### config.mk
export PLATFORM = sky130hd
export DESIGN_NAME = tabular_q_learning_update_flat
export DESIGN_NICKNAME = d
export VERILOG_FILES = /design/src/rtl/core/tql_pkg.sv /design/src/rtl/core/tql_if.sv /design/src/rtl/core/tabular_q_learning_update.sv /design/src/rtl/core/tql_ram.sv /design/src/flat_wrapper.sv
export SDC_FILE = /design/constraint.sdc
export NUM_CORES = 2
export LEC_CHECK = 0
export BUFFER_PORTS_ARGS = -buffer_cell sky130_fd_sc_hd__buf_2
export CORE_MARGIN = 1.5
export CORE_UTILIZATION = 32
export CTS_BUF_LIST = sky130_fd_sc_hd__clkbuf_4
export DETAILED_ROUTE_END_ITERATION = 8
export PLACE_DENSITY = 0.53
export SETUP_SLACK_MARGIN = 0.4
export SYNTH_ARGS = -nofsm -noshare
export SYNTH_HDL_FRONTEND = slang
export SYNTH_SLANG_ARGS = --single-unit
### constraint.sdc
create_clock -name clk -period 11.4 [get_ports clk]
set_input_delay 1.14 -clock clk [delete_from_list [all_inputs] [get_ports clk]]
set_output_delay 1.14 -clock clk [all_outputs]
set_load 0.1 [all_outputs]
### src/rtl/core/tql_pkg.sv
// Shared constants and register codes for the Q-table update engine.
package tql_pkg;

  localparam int STATE_BITS     = 4;
  localparam int ACTION_BITS    = 2;
  localparam int REWARD_BITS    = 16;
  localparam int VALUE_BITS     = 16;
  localparam int RATE_BITS      = 16;
  localparam int FRAC_SHIFT     = 16;
  localparam int CFG_INDEX_BITS = 8;

  localparam logic [RATE_BITS-1:0] LR_RESET       = 16'd58982;
  localparam logic [RATE_BITS-1:0] DISCOUNT_RESET = 16'd58982;

  typedef enum logic [CFG_INDEX_BITS-1:0] {
    REG_LEARNING_RATE = 8'd0,
    REG_DISCOUNT      = 8'd1
  } reg_index_t;

endpackage

### src/rtl/core/tql_if.sv
// Channel interfaces: transition words in, result words out, register writes.
interface tql_item_if;
  logic                                   valid;
  logic                                   ready;
  logic [tql_pkg::STATE_BITS-1:0]         current_state;
  logic [tql_pkg::ACTION_BITS-1:0]        action;
  logic signed [tql_pkg::REWARD_BITS-1:0] reward;
  logic [tql_pkg::STATE_BITS-1:0]         next_state;

  modport source (output valid, current_state, action, reward, next_state, input ready);
  modport sink   (input valid, current_state, action, reward, next_state, output ready);
endinterface

interface tql_result_if;
  logic                                  valid;
  logic                                  ready;
  logic signed [tql_pkg::VALUE_BITS-1:0] updated_value;
  logic [tql_pkg::ACTION_BITS-1:0]       best_next_action;
  logic signed [tql_pkg::VALUE_BITS-1:0] best_next_value;
  logic                                  saturated;

  modport source (output valid, updated_value, best_next_action, best_next_value, saturated,
                  input ready);
  modport sink   (input valid, updated_value, best_next_action, best_next_value, saturated,
                  output ready);
endinterface

interface tql_cfg_if;
  logic                                valid;
  logic                                ready;
  logic [tql_pkg::CFG_INDEX_BITS-1:0]  index;
  logic [tql_pkg::RATE_BITS-1:0]       data;

  modport source (output valid, index, data, input ready);
  modport sink   (input valid, index, data, output ready);
endinterface

### src/rtl/core/tabular_q_learning_update.sv
// A result word is registered at the write back after EVAL, DISC, DELTA and WRITE;
// a new transition is taken only in IDLE, so the row reads, the discount multiply,
// the learning-rate multiply and the row write back run in turn for each word.
// Reset: rates return to their reset values, then a sweep over all NUM_STATES rows
// zeroes the value table; no transition is taken during the sweep.
module tabular_q_learning_update #(
  parameter int NUM_STATES  = 16,
  parameter int NUM_ACTIONS = 4
) (
  input  logic                clk,
  input  logic                rst,
  tql_item_if.sink            transition,
  tql_result_if.source        result,
  tql_cfg_if.sink             cfg
);

  localparam int VB       = tql_pkg::VALUE_BITS;
  localparam int RB       = tql_pkg::RATE_BITS;
  localparam int AW       = (NUM_STATES > 1) ? $clog2(NUM_STATES) : 1;
  localparam int ACW      = (NUM_ACTIONS > 1) ? $clog2(NUM_ACTIONS) : 1;
  localparam int ROW_BITS = NUM_ACTIONS * VB;
  localparam int DPROD    = RB + 1 + VB;
  localparam int TGT_BITS = VB + 3;
  localparam int LPROD    = RB + 1 + TGT_BITS;
  localparam int DLT_BITS = LPROD - tql_pkg::FRAC_SHIFT;
  localparam int NV_BITS  = DLT_BITS + 1;

  localparam logic signed [NV_BITS-1:0] VMAX = NV_BITS'((64'sd1 <<< (VB - 1)) - 64'sd1);
  localparam logic signed [NV_BITS-1:0] VMIN = NV_BITS'(-(64'sd1 <<< (VB - 1)));

  typedef enum logic [5:0] {
    ST_CLEAR = 6'b000001,
    ST_IDLE  = 6'b000010,
    ST_EVAL  = 6'b000100,
    ST_DISC  = 6'b001000,
    ST_DELTA = 6'b010000,
    ST_WRITE = 6'b100000
  } state_t;

  typedef logic [NUM_ACTIONS-1:0][VB-1:0] row_t;

  state_t state, state_next;

  logic [RB-1:0] learning_rate;
  logic [RB-1:0] discount;

  logic [AW-1:0]             clr_addr;
  logic [AW-1:0]             s_addr;
  logic [ACW-1:0]            a_idx;
  logic signed [VB-1:0]      reward;
  logic signed [VB-1:0]      best_value;
  logic [ACW-1:0]            best_action;
  logic signed [VB-1:0]      q_value;
  logic signed [TGT_BITS-1:0] target;
  logic signed [LPROD-1:0]   delta_prod;

  logic                      out_valid;
  logic signed [VB-1:0]      out_value;
  logic [tql_pkg::ACTION_BITS-1:0] out_action;
  logic signed [VB-1:0]      out_best;
  logic                      out_sat;

  logic                      accept;
  logic [AW-1:0]             rd_s, rd_ns;
  logic [ACW-1:0]            act_mod;
  logic                      ram_we;
  logic [AW-1:0]             ram_waddr;
  logic [ROW_BITS-1:0]       ram_wdata;
  logic [ROW_BITS-1:0]       rdata_s, rdata_ns;
  row_t                      row_s, row_ns, row_new;

  logic signed [VB-1:0]      eval_best;
  logic [ACW-1:0]            eval_act;
  logic signed [DPROD-1:0]   disc_prod;
  logic signed [VB:0]        disc;
  logic signed [DLT_BITS-1:0] delta;
  logic signed [NV_BITS-1:0] nv_wide;
  logic signed [VB-1:0]      nv;
  logic                      nv_sat;
  logic                      wb_go;

  // Index reduction for out-of-range states and actions.
  assign rd_s    = AW'(32'(transition.current_state) % NUM_STATES);
  assign rd_ns   = AW'(32'(transition.next_state) % NUM_STATES);
  assign act_mod = ACW'(32'(transition.action) % NUM_ACTIONS);

  assign transition.ready = (state == ST_IDLE);
  assign accept           = transition.valid && transition.ready;
  assign cfg.ready        = 1'b1;

  // Two copies of the table so both rows come back from the same read.
  tql_ram #(.WIDTH(ROW_BITS), .DEPTH(NUM_STATES)) u_ram_cur (
    .clk   (clk),
    .we    (ram_we),
    .waddr (ram_waddr),
    .wdata (ram_wdata),
    .re    (accept),
    .raddr (rd_s),
    .rdata (rdata_s)
  );

  tql_ram #(.WIDTH(ROW_BITS), .DEPTH(NUM_STATES)) u_ram_next (
    .clk   (clk),
    .we    (ram_we),
    .waddr (ram_waddr),
    .wdata (ram_wdata),
    .re    (accept),
    .raddr (rd_ns),
    .rdata (rdata_ns)
  );

  assign row_s  = rdata_s;
  assign row_ns = rdata_ns;

  // Argmax against the running maximum; lowest index wins ties.
  always_comb begin
    eval_best = $signed(row_ns[0]);
    eval_act  = '0;
    for (int i = 1; i < NUM_ACTIONS; i++) begin
      if ($signed(row_ns[i]) > eval_best) begin
        eval_best = $signed(row_ns[i]);
        eval_act  = ACW'(i);
      end
    end
  end

  assign disc_prod = $signed({1'b0, discount}) * best_value;
  assign disc      = disc_prod[DPROD-1:tql_pkg::FRAC_SHIFT];
  assign delta     = delta_prod[LPROD-1:tql_pkg::FRAC_SHIFT];
  assign nv_wide   = NV_BITS'(q_value) + NV_BITS'(delta);

  always_comb begin
    nv_sat = 1'b0;
    nv     = nv_wide[VB-1:0];
    if (nv_wide > VMAX) begin
      nv     = VMAX[VB-1:0];
      nv_sat = 1'b1;
    end else if (nv_wide < VMIN) begin
      nv     = VMIN[VB-1:0];
      nv_sat = 1'b1;
    end
  end

  always_comb begin
    row_new        = row_s;
    row_new[a_idx] = nv;
  end

  // Hold the write back until the output register can take the word.
  assign wb_go = (state == ST_WRITE) && (!out_valid || result.ready);

  always_comb begin
    ram_we    = 1'b0;
    ram_waddr = s_addr;
    ram_wdata = row_new;
    if (state == ST_CLEAR) begin
      ram_we    = 1'b1;
      ram_waddr = clr_addr;
      ram_wdata = '0;
    end else if (wb_go) begin
      ram_we = 1'b1;
    end
  end

  always_comb begin
    state_next = state;
    unique case (state)
      ST_CLEAR: if (clr_addr == AW'(NUM_STATES - 1)) state_next = ST_IDLE;
      ST_IDLE:  if (accept) state_next = ST_EVAL;
      ST_EVAL:  state_next = ST_DISC;
      ST_DISC:  state_next = ST_DELTA;
      ST_DELTA: state_next = ST_WRITE;
      ST_WRITE: if (wb_go) state_next = ST_IDLE;
      default:  state_next = ST_CLEAR;
    endcase
  end

  always_ff @(posedge clk) begin
    if (rst) begin
      state         <= ST_CLEAR;
      clr_addr      <= '0;
      out_valid     <= 1'b0;
      learning_rate <= tql_pkg::LR_RESET;
      discount      <= tql_pkg::DISCOUNT_RESET;
    end else begin
      state <= state_next;
      if (state == ST_CLEAR) begin
        clr_addr <= clr_addr + AW'(1);
      end
      if (cfg.valid) begin
        unique case (cfg.index)
          tql_pkg::REG_LEARNING_RATE: learning_rate <= cfg.data;
          tql_pkg::REG_DISCOUNT:      discount      <= cfg.data;
          default:                    ;
        endcase
      end
      if (wb_go) begin
        out_valid <= 1'b1;
      end else if (result.ready) begin
        out_valid <= 1'b0;
      end
    end
  end

  // Payload registers.
  always_ff @(posedge clk) begin
    if (accept) begin
      s_addr <= rd_s;
      a_idx  <= act_mod;
      reward <= transition.reward;
    end
    if (state == ST_EVAL) begin
      best_value  <= eval_best;
      best_action <= eval_act;
      q_value     <= $signed(row_s[a_idx]);
    end
    if (state == ST_DISC) begin
      target <= TGT_BITS'(reward) + TGT_BITS'(disc) - TGT_BITS'(q_value);
    end
    if (state == ST_DELTA) begin
      delta_prod <= $signed({1'b0, learning_rate}) * target;
    end
    if (wb_go) begin
      out_value  <= nv;
      out_action <= tql_pkg::ACTION_BITS'(best_action);
      out_best   <= best_value;
      out_sat    <= nv_sat;
    end
  end

  assign result.valid            = out_valid;
  assign result.updated_value    = out_value;
  assign result.best_next_action = out_action;
  assign result.best_next_value  = out_best;
  assign result.saturated        = out_sat;

  a_result_from_write: assert property (@(posedge clk) disable iff (rst)
    $rose(out_valid) |-> $past(state == ST_WRITE))
    else $error("result word appeared without a write back");

  a_write_source: assert property (@(posedge clk) disable iff (rst)
    ram_we |-> (state == ST_CLEAR || state == ST_WRITE))
    else $error("table written outside clear sweep or write back");

  a_sat_at_limit: assert property (@(posedge clk) disable iff (rst)
    (out_valid && out_sat) |->
      (out_value == VMAX[VB-1:0] || out_value == VMIN[VB-1:0]))
    else $error("saturated flag set with value off the limits");

endmodule

### src/rtl/core/tql_ram.sv
// Generic single-write, single-read RAM with registered read data.
module tql_ram #(
  parameter int WIDTH = 64,
  parameter int DEPTH = 16
) (
  input  logic                                       clk,
  input  logic                                       we,
  input  logic [(DEPTH > 1 ? $clog2(DEPTH) : 1)-1:0] waddr,
  input  logic [WIDTH-1:0]                           wdata,
  input  logic                                       re,
  input  logic [(DEPTH > 1 ? $clog2(DEPTH) : 1)-1:0] raddr,
  output logic [WIDTH-1:0]                           rdata
);

  logic [WIDTH-1:0] mem [DEPTH];

  always_ff @(posedge clk) begin
    if (we) begin
      mem[waddr] <= wdata;
    end
    if (re) begin
      rdata <= mem[raddr];
    end
  end

endmodule
### src/flat_wrapper.sv
// flat-port wrapper written by rule: the top's interface ports become plain ports
module tabular_q_learning_update_flat 
#(
  parameter int NUM_STATES  = 16,
  parameter int NUM_ACTIONS = 4
)
  (clk, rst, transition_valid, transition_current_state, transition_action, transition_reward, transition_next_state, transition_ready, result_valid, result_updated_value, result_best_next_action, result_best_next_value, result_saturated, result_ready, cfg_valid, cfg_index, cfg_data, cfg_ready);
  tql_item_if transition_i ();
  tql_result_if result_i ();
  tql_cfg_if cfg_i ();
  input  logic clk;
  input  logic rst;
  input wire logic [$bits(transition_i.valid)-1:0] transition_valid;
  input wire logic [$bits(transition_i.current_state)-1:0] transition_current_state;
  input wire logic [$bits(transition_i.action)-1:0] transition_action;
  input wire logic [$bits(transition_i.reward)-1:0] transition_reward;
  input wire logic [$bits(transition_i.next_state)-1:0] transition_next_state;
  output wire logic [$bits(transition_i.ready)-1:0] transition_ready;
  output wire logic [$bits(result_i.valid)-1:0] result_valid;
  output wire logic [$bits(result_i.updated_value)-1:0] result_updated_value;
  output wire logic [$bits(result_i.best_next_action)-1:0] result_best_next_action;
  output wire logic [$bits(result_i.best_next_value)-1:0] result_best_next_value;
  output wire logic [$bits(result_i.saturated)-1:0] result_saturated;
  input wire logic [$bits(result_i.ready)-1:0] result_ready;
  input wire logic [$bits(cfg_i.valid)-1:0] cfg_valid;
  input wire logic [$bits(cfg_i.index)-1:0] cfg_index;
  input wire logic [$bits(cfg_i.data)-1:0] cfg_data;
  output wire logic [$bits(cfg_i.ready)-1:0] cfg_ready;
  assign transition_i.valid = transition_valid;
  assign transition_i.current_state = transition_current_state;
  assign transition_i.action = transition_action;
  assign transition_i.reward = transition_reward;
  assign transition_i.next_state = transition_next_state;
  assign transition_ready = transition_i.ready;
  assign result_valid = result_i.valid;
  assign result_updated_value = result_i.updated_value;
  assign result_best_next_action = result_i.best_next_action;
  assign result_best_next_value = result_i.best_next_value;
  assign result_saturated = result_i.saturated;
  assign result_i.ready = result_ready;
  assign cfg_i.valid = cfg_valid;
  assign cfg_i.index = cfg_index;
  assign cfg_i.data = cfg_data;
  assign cfg_ready = cfg_i.ready;
  tabular_q_learning_update #(.NUM_STATES(NUM_STATES), .NUM_ACTIONS(NUM_ACTIONS)) u_core (.clk(clk), .rst(rst), .transition(transition_i), .result(result_i), .cfg(cfg_i));
endmodule
==> reports/metrics.cfg <==
[power_and_ir_drop]
p_per_area_nw_per_um2 = 126
ir_drop_v = 0.0000900
p_leak_nw = 33.3

[hold_path]
worstHoldPathType = input port to flip-flop
whs_path_depth = 1

[worst_setup_path]
cp_slowest_cell = o31ai_1
crit_arrival_ns = 10.22
cpMostUsedCell = fa_1
startpoint_type = flip-flop
cp.required_ns = 12.30
r2r_cells = 29
crit_path_max_fanout = 17
crit_type = flip-flop to flip-flop
cp-end-kind = flip-flop
max_stage_delay_ns = 0.85

[synthesis]
yosysUniqueCellTypes = 74
ys_seq_elements = 1325
yosysSeqAreaShare_pct = 48.7
synth.area.mux_share_pct = 18.7
synth-simple-area-share_pct = 6.23
yosys_most_used_dff = edfxtp_1
ys_warn_count = 0
synth_top_family_by_area = multiplexers
synth.cell_area_um2 = 80800
yosysTopAreaCell = edfxtp_1
async_reset_ff_share_pct = 0
synth_nets = 6193
synth_edf_count = 1282
yosys-top-cells-count = edfxtp_1, mux4_2, inv_1, fa_1, nand2_1
synth_area_leaders = edfxtp_1, mux4_2, fa_1, ha_1, inv_1
synth_top_area_share_pct = 47.6
synthXorXnorAreaFrac_pct = 0.770
syn_avg_cell_area_um2 = 15.2
synth_compound_area_share_pct = 3.73
synth_cells = 5326
yosysMostFrequentCell = edfxtp_1
synthAdderAreaFrac_pct = 17.4

[clock_tree]
clk_latency_ns = 1.33
clkTransAtPathRegs_ns = 0.07
numCtsBuffers = 375
cts_tree = done
cts_buffer_depth = 4
cts_sinks = 1325
cts.htree.levels = 5
clock_tree.root_cell = clkbuf_4
ctsResizeCount = 0

[global_routing]
grt_max_degree = 125
grt_usage_pct = 18.3
grt_antenna_before_repair = 7
gr-total-overflow = 0
grt_pass1_vias = 51800
grt_first_pass_wirelength_mm = 346

[routing]
drt-initial-drc-count = 4341
postRouteAntennaNets = 0
drc = 0
wire_per_inst_um = 25.2
num_vias = 48900
vias_per_cell = 5.26
dr.pass1.iters = 6
routed_wl_mm = 234

[timing]
setup_viol = 0
slew_headroom_pct = 11.1
slew_violations = 0
final_hold_viol_count = 0
timing.fmax_mhz = 107
worstMarginPinSlew_ns = 1.32
rsz0062_at_grt = false
setup_tns_ns = 0
period_share_pct = 81.8
skew_ns = 0.201
min_period_ns = 9.32

[layout]
nets = 6541
fin_util_pct = 36.1
syn2layout_area_growth_pct = 12.2
layout-drive-gt1-share_pct = 25.9

[floorplanning]
io_pins = 93
start_util_pct = 32.2
die_y_um = 505
coreArea_um2 = 251000
placementRows = 184
die_area_um2 = 256000
chipWidth_um = 505

[placement]
finalWeightedCongestion = 0.843
port_buffers = 91
hpwl_mm = 149

[status]
outcome = complete, no violations

[flow_run]
cap_viol_max_count = 0

==> sequential cells by signal, summed over array words and instances, names as in the netlist, 4 cells and up <==
| signal | count |
|---|---|
| u_core.best_value | 16 |
| u_core.clr_addr | 4 |
| u_core.delta_prod | 20 |
| u_core.discount | 16 |
| u_core.learning_rate | 16 |
| u_core.q_value | 16 |
| u_core.result.best_next_value | 16 |
| u_core.result.updated_value | 16 |
| u_core.reward | 16 |
| u_core.s_addr | 4 |
| u_core.state | 6 |
| u_core.target | 19 |
| u_core.u_ram_cur.rdata | 64 |
| u_core.u_ram_next.mem | 1024 |
| u_core.u_ram_next.rdata | 64 |
==> power breakdown <==
group / internal [mW] / switching, mW
registers: 5.67 / 0.0978
clock network: 2.28 / 2.02
logic: 0.577 / 0.744
==> metal layers <==
| layer | up-vias | share of wire [%] | global-route usage (%) |
|---|---|---|---|
| met2 | 1978 | 51 | 31.4 |
| met3 | 403 | 6.7 | 3.54 |
| met5 | - | 0.023 | 0 |
| met4 | 8 | 2.5 | 5.43 |
| li1 | 20700 | - | - |
| met1 | 25800 | 40 | 23.4 |
==> worst paths after layout <==
kind                                start                       to  slack, ns
setup / recovery       u_core.discount[7]        u_core.target[17]       2.08
hold / removal      transition_reward[14]        u_core.reward[14]       0.30
hold reg to reg   u_core.learning_rate[7]  u_core.learning_rate[7]       0.53
setup reg to reg       u_core.discount[7]        u_core.target[17]       2.08
==> stage by stage <==
stage | setup slack (ns) | area [um2] | std cells | hold WS (ns) | power [mW]
final | 2.08 | 90700 | 9285 | 0.298 | 11.4
after global routing | 1.41 | 90700 | 9281 | 0.192 | 11.9
after CTS | 1.99 | 90700 | 9276 | 0.0325 | 11.5
after detailed placement | 2.15 | 85800 | 8612 | 0.505 | 7.19
after global placement | 2.20 | 85800 | 8612 | 0.484 | 7.16
after floorplan | 3.51 | 80800 | 5326 | 0.400 | 6.71
==> cell usage in the layout (no fill, tap or decap), types with 15 or more instances in the layout <==
| cell | n |
|---|---|
| a211o_1 | 21 |
| a211oi_1 | 29 |
| a21o_1 | 35 |
| a21oi_1 | 74 |
| a31oi_1 | 80 |
| and2_1 | 272 |
| buf_2 | 83 |
| buf_4 | 152 |
| clkbuf_4 | 545 |
| clkinv_1 | 64 |
| dfxtp_1 | 43 |
| dlygate4sd3_1 | 33 |
| edfxtp_1 | 1282 |
| fa_1 | 516 |
| ha_1 | 296 |
| inv_1 | 655 |
| mux2_2 | 16 |
| mux2i_1 | 15 |
| mux4_2 | 656 |
| nand2_1 | 355 |
| nand2b_1 | 24 |
| nand3_1 | 34 |
| nand4_1 | 19 |
| nor2_1 | 146 |
| nor2_4 | 18 |
| nor2b_1 | 20 |
| nor3_1 | 80 |
| o21a_1 | 17 |
| o21ai_0 | 69 |
| o31ai_1 | 26 |
| o41ai_1 | 37 |
| xnor2_1 | 46 |
| xor2_1 | 23 |
==> cell families after synthesis <==
kind of cell,count (synthesis)
simple gates,1023
mux,687
flops,1325
fa+ha+maj,812
buf+inv,963
compound gates,444
xor+xnor,71
other cells,1
==> area by class of cell <==
cell class	instances	area (um2)
antenna	9	22.5
clock buffer	545	4090
clock inverter	86	477
fill	23900	160000
inverter	655	2460
multi-input combinational	3038	38000
sequential	1325	39400
tap	3348	4190
timing repair buffer	279	2070
==> timing repair <==
item,4_1_cts,5_1_grt
endpoints found under the hold margin,41,0
hold buffers,33,0
setup buffers,0,0
==> worst max-delay path, delay by kind of cell, from the launching register on <==
family / cells / cell delay, ns
adders and majority gates: 9 / 3.99
AOI/OAI and AO/OA: 7 / 2.57
and+or+nand+nor: 6 / 1.05
DFF: 1 / 0.78
xor gates and xnor gates: 2 / 0.32
buffers and inverters: 5 / 0.25
Note: power is estimated with default switching activity, not from simulation.
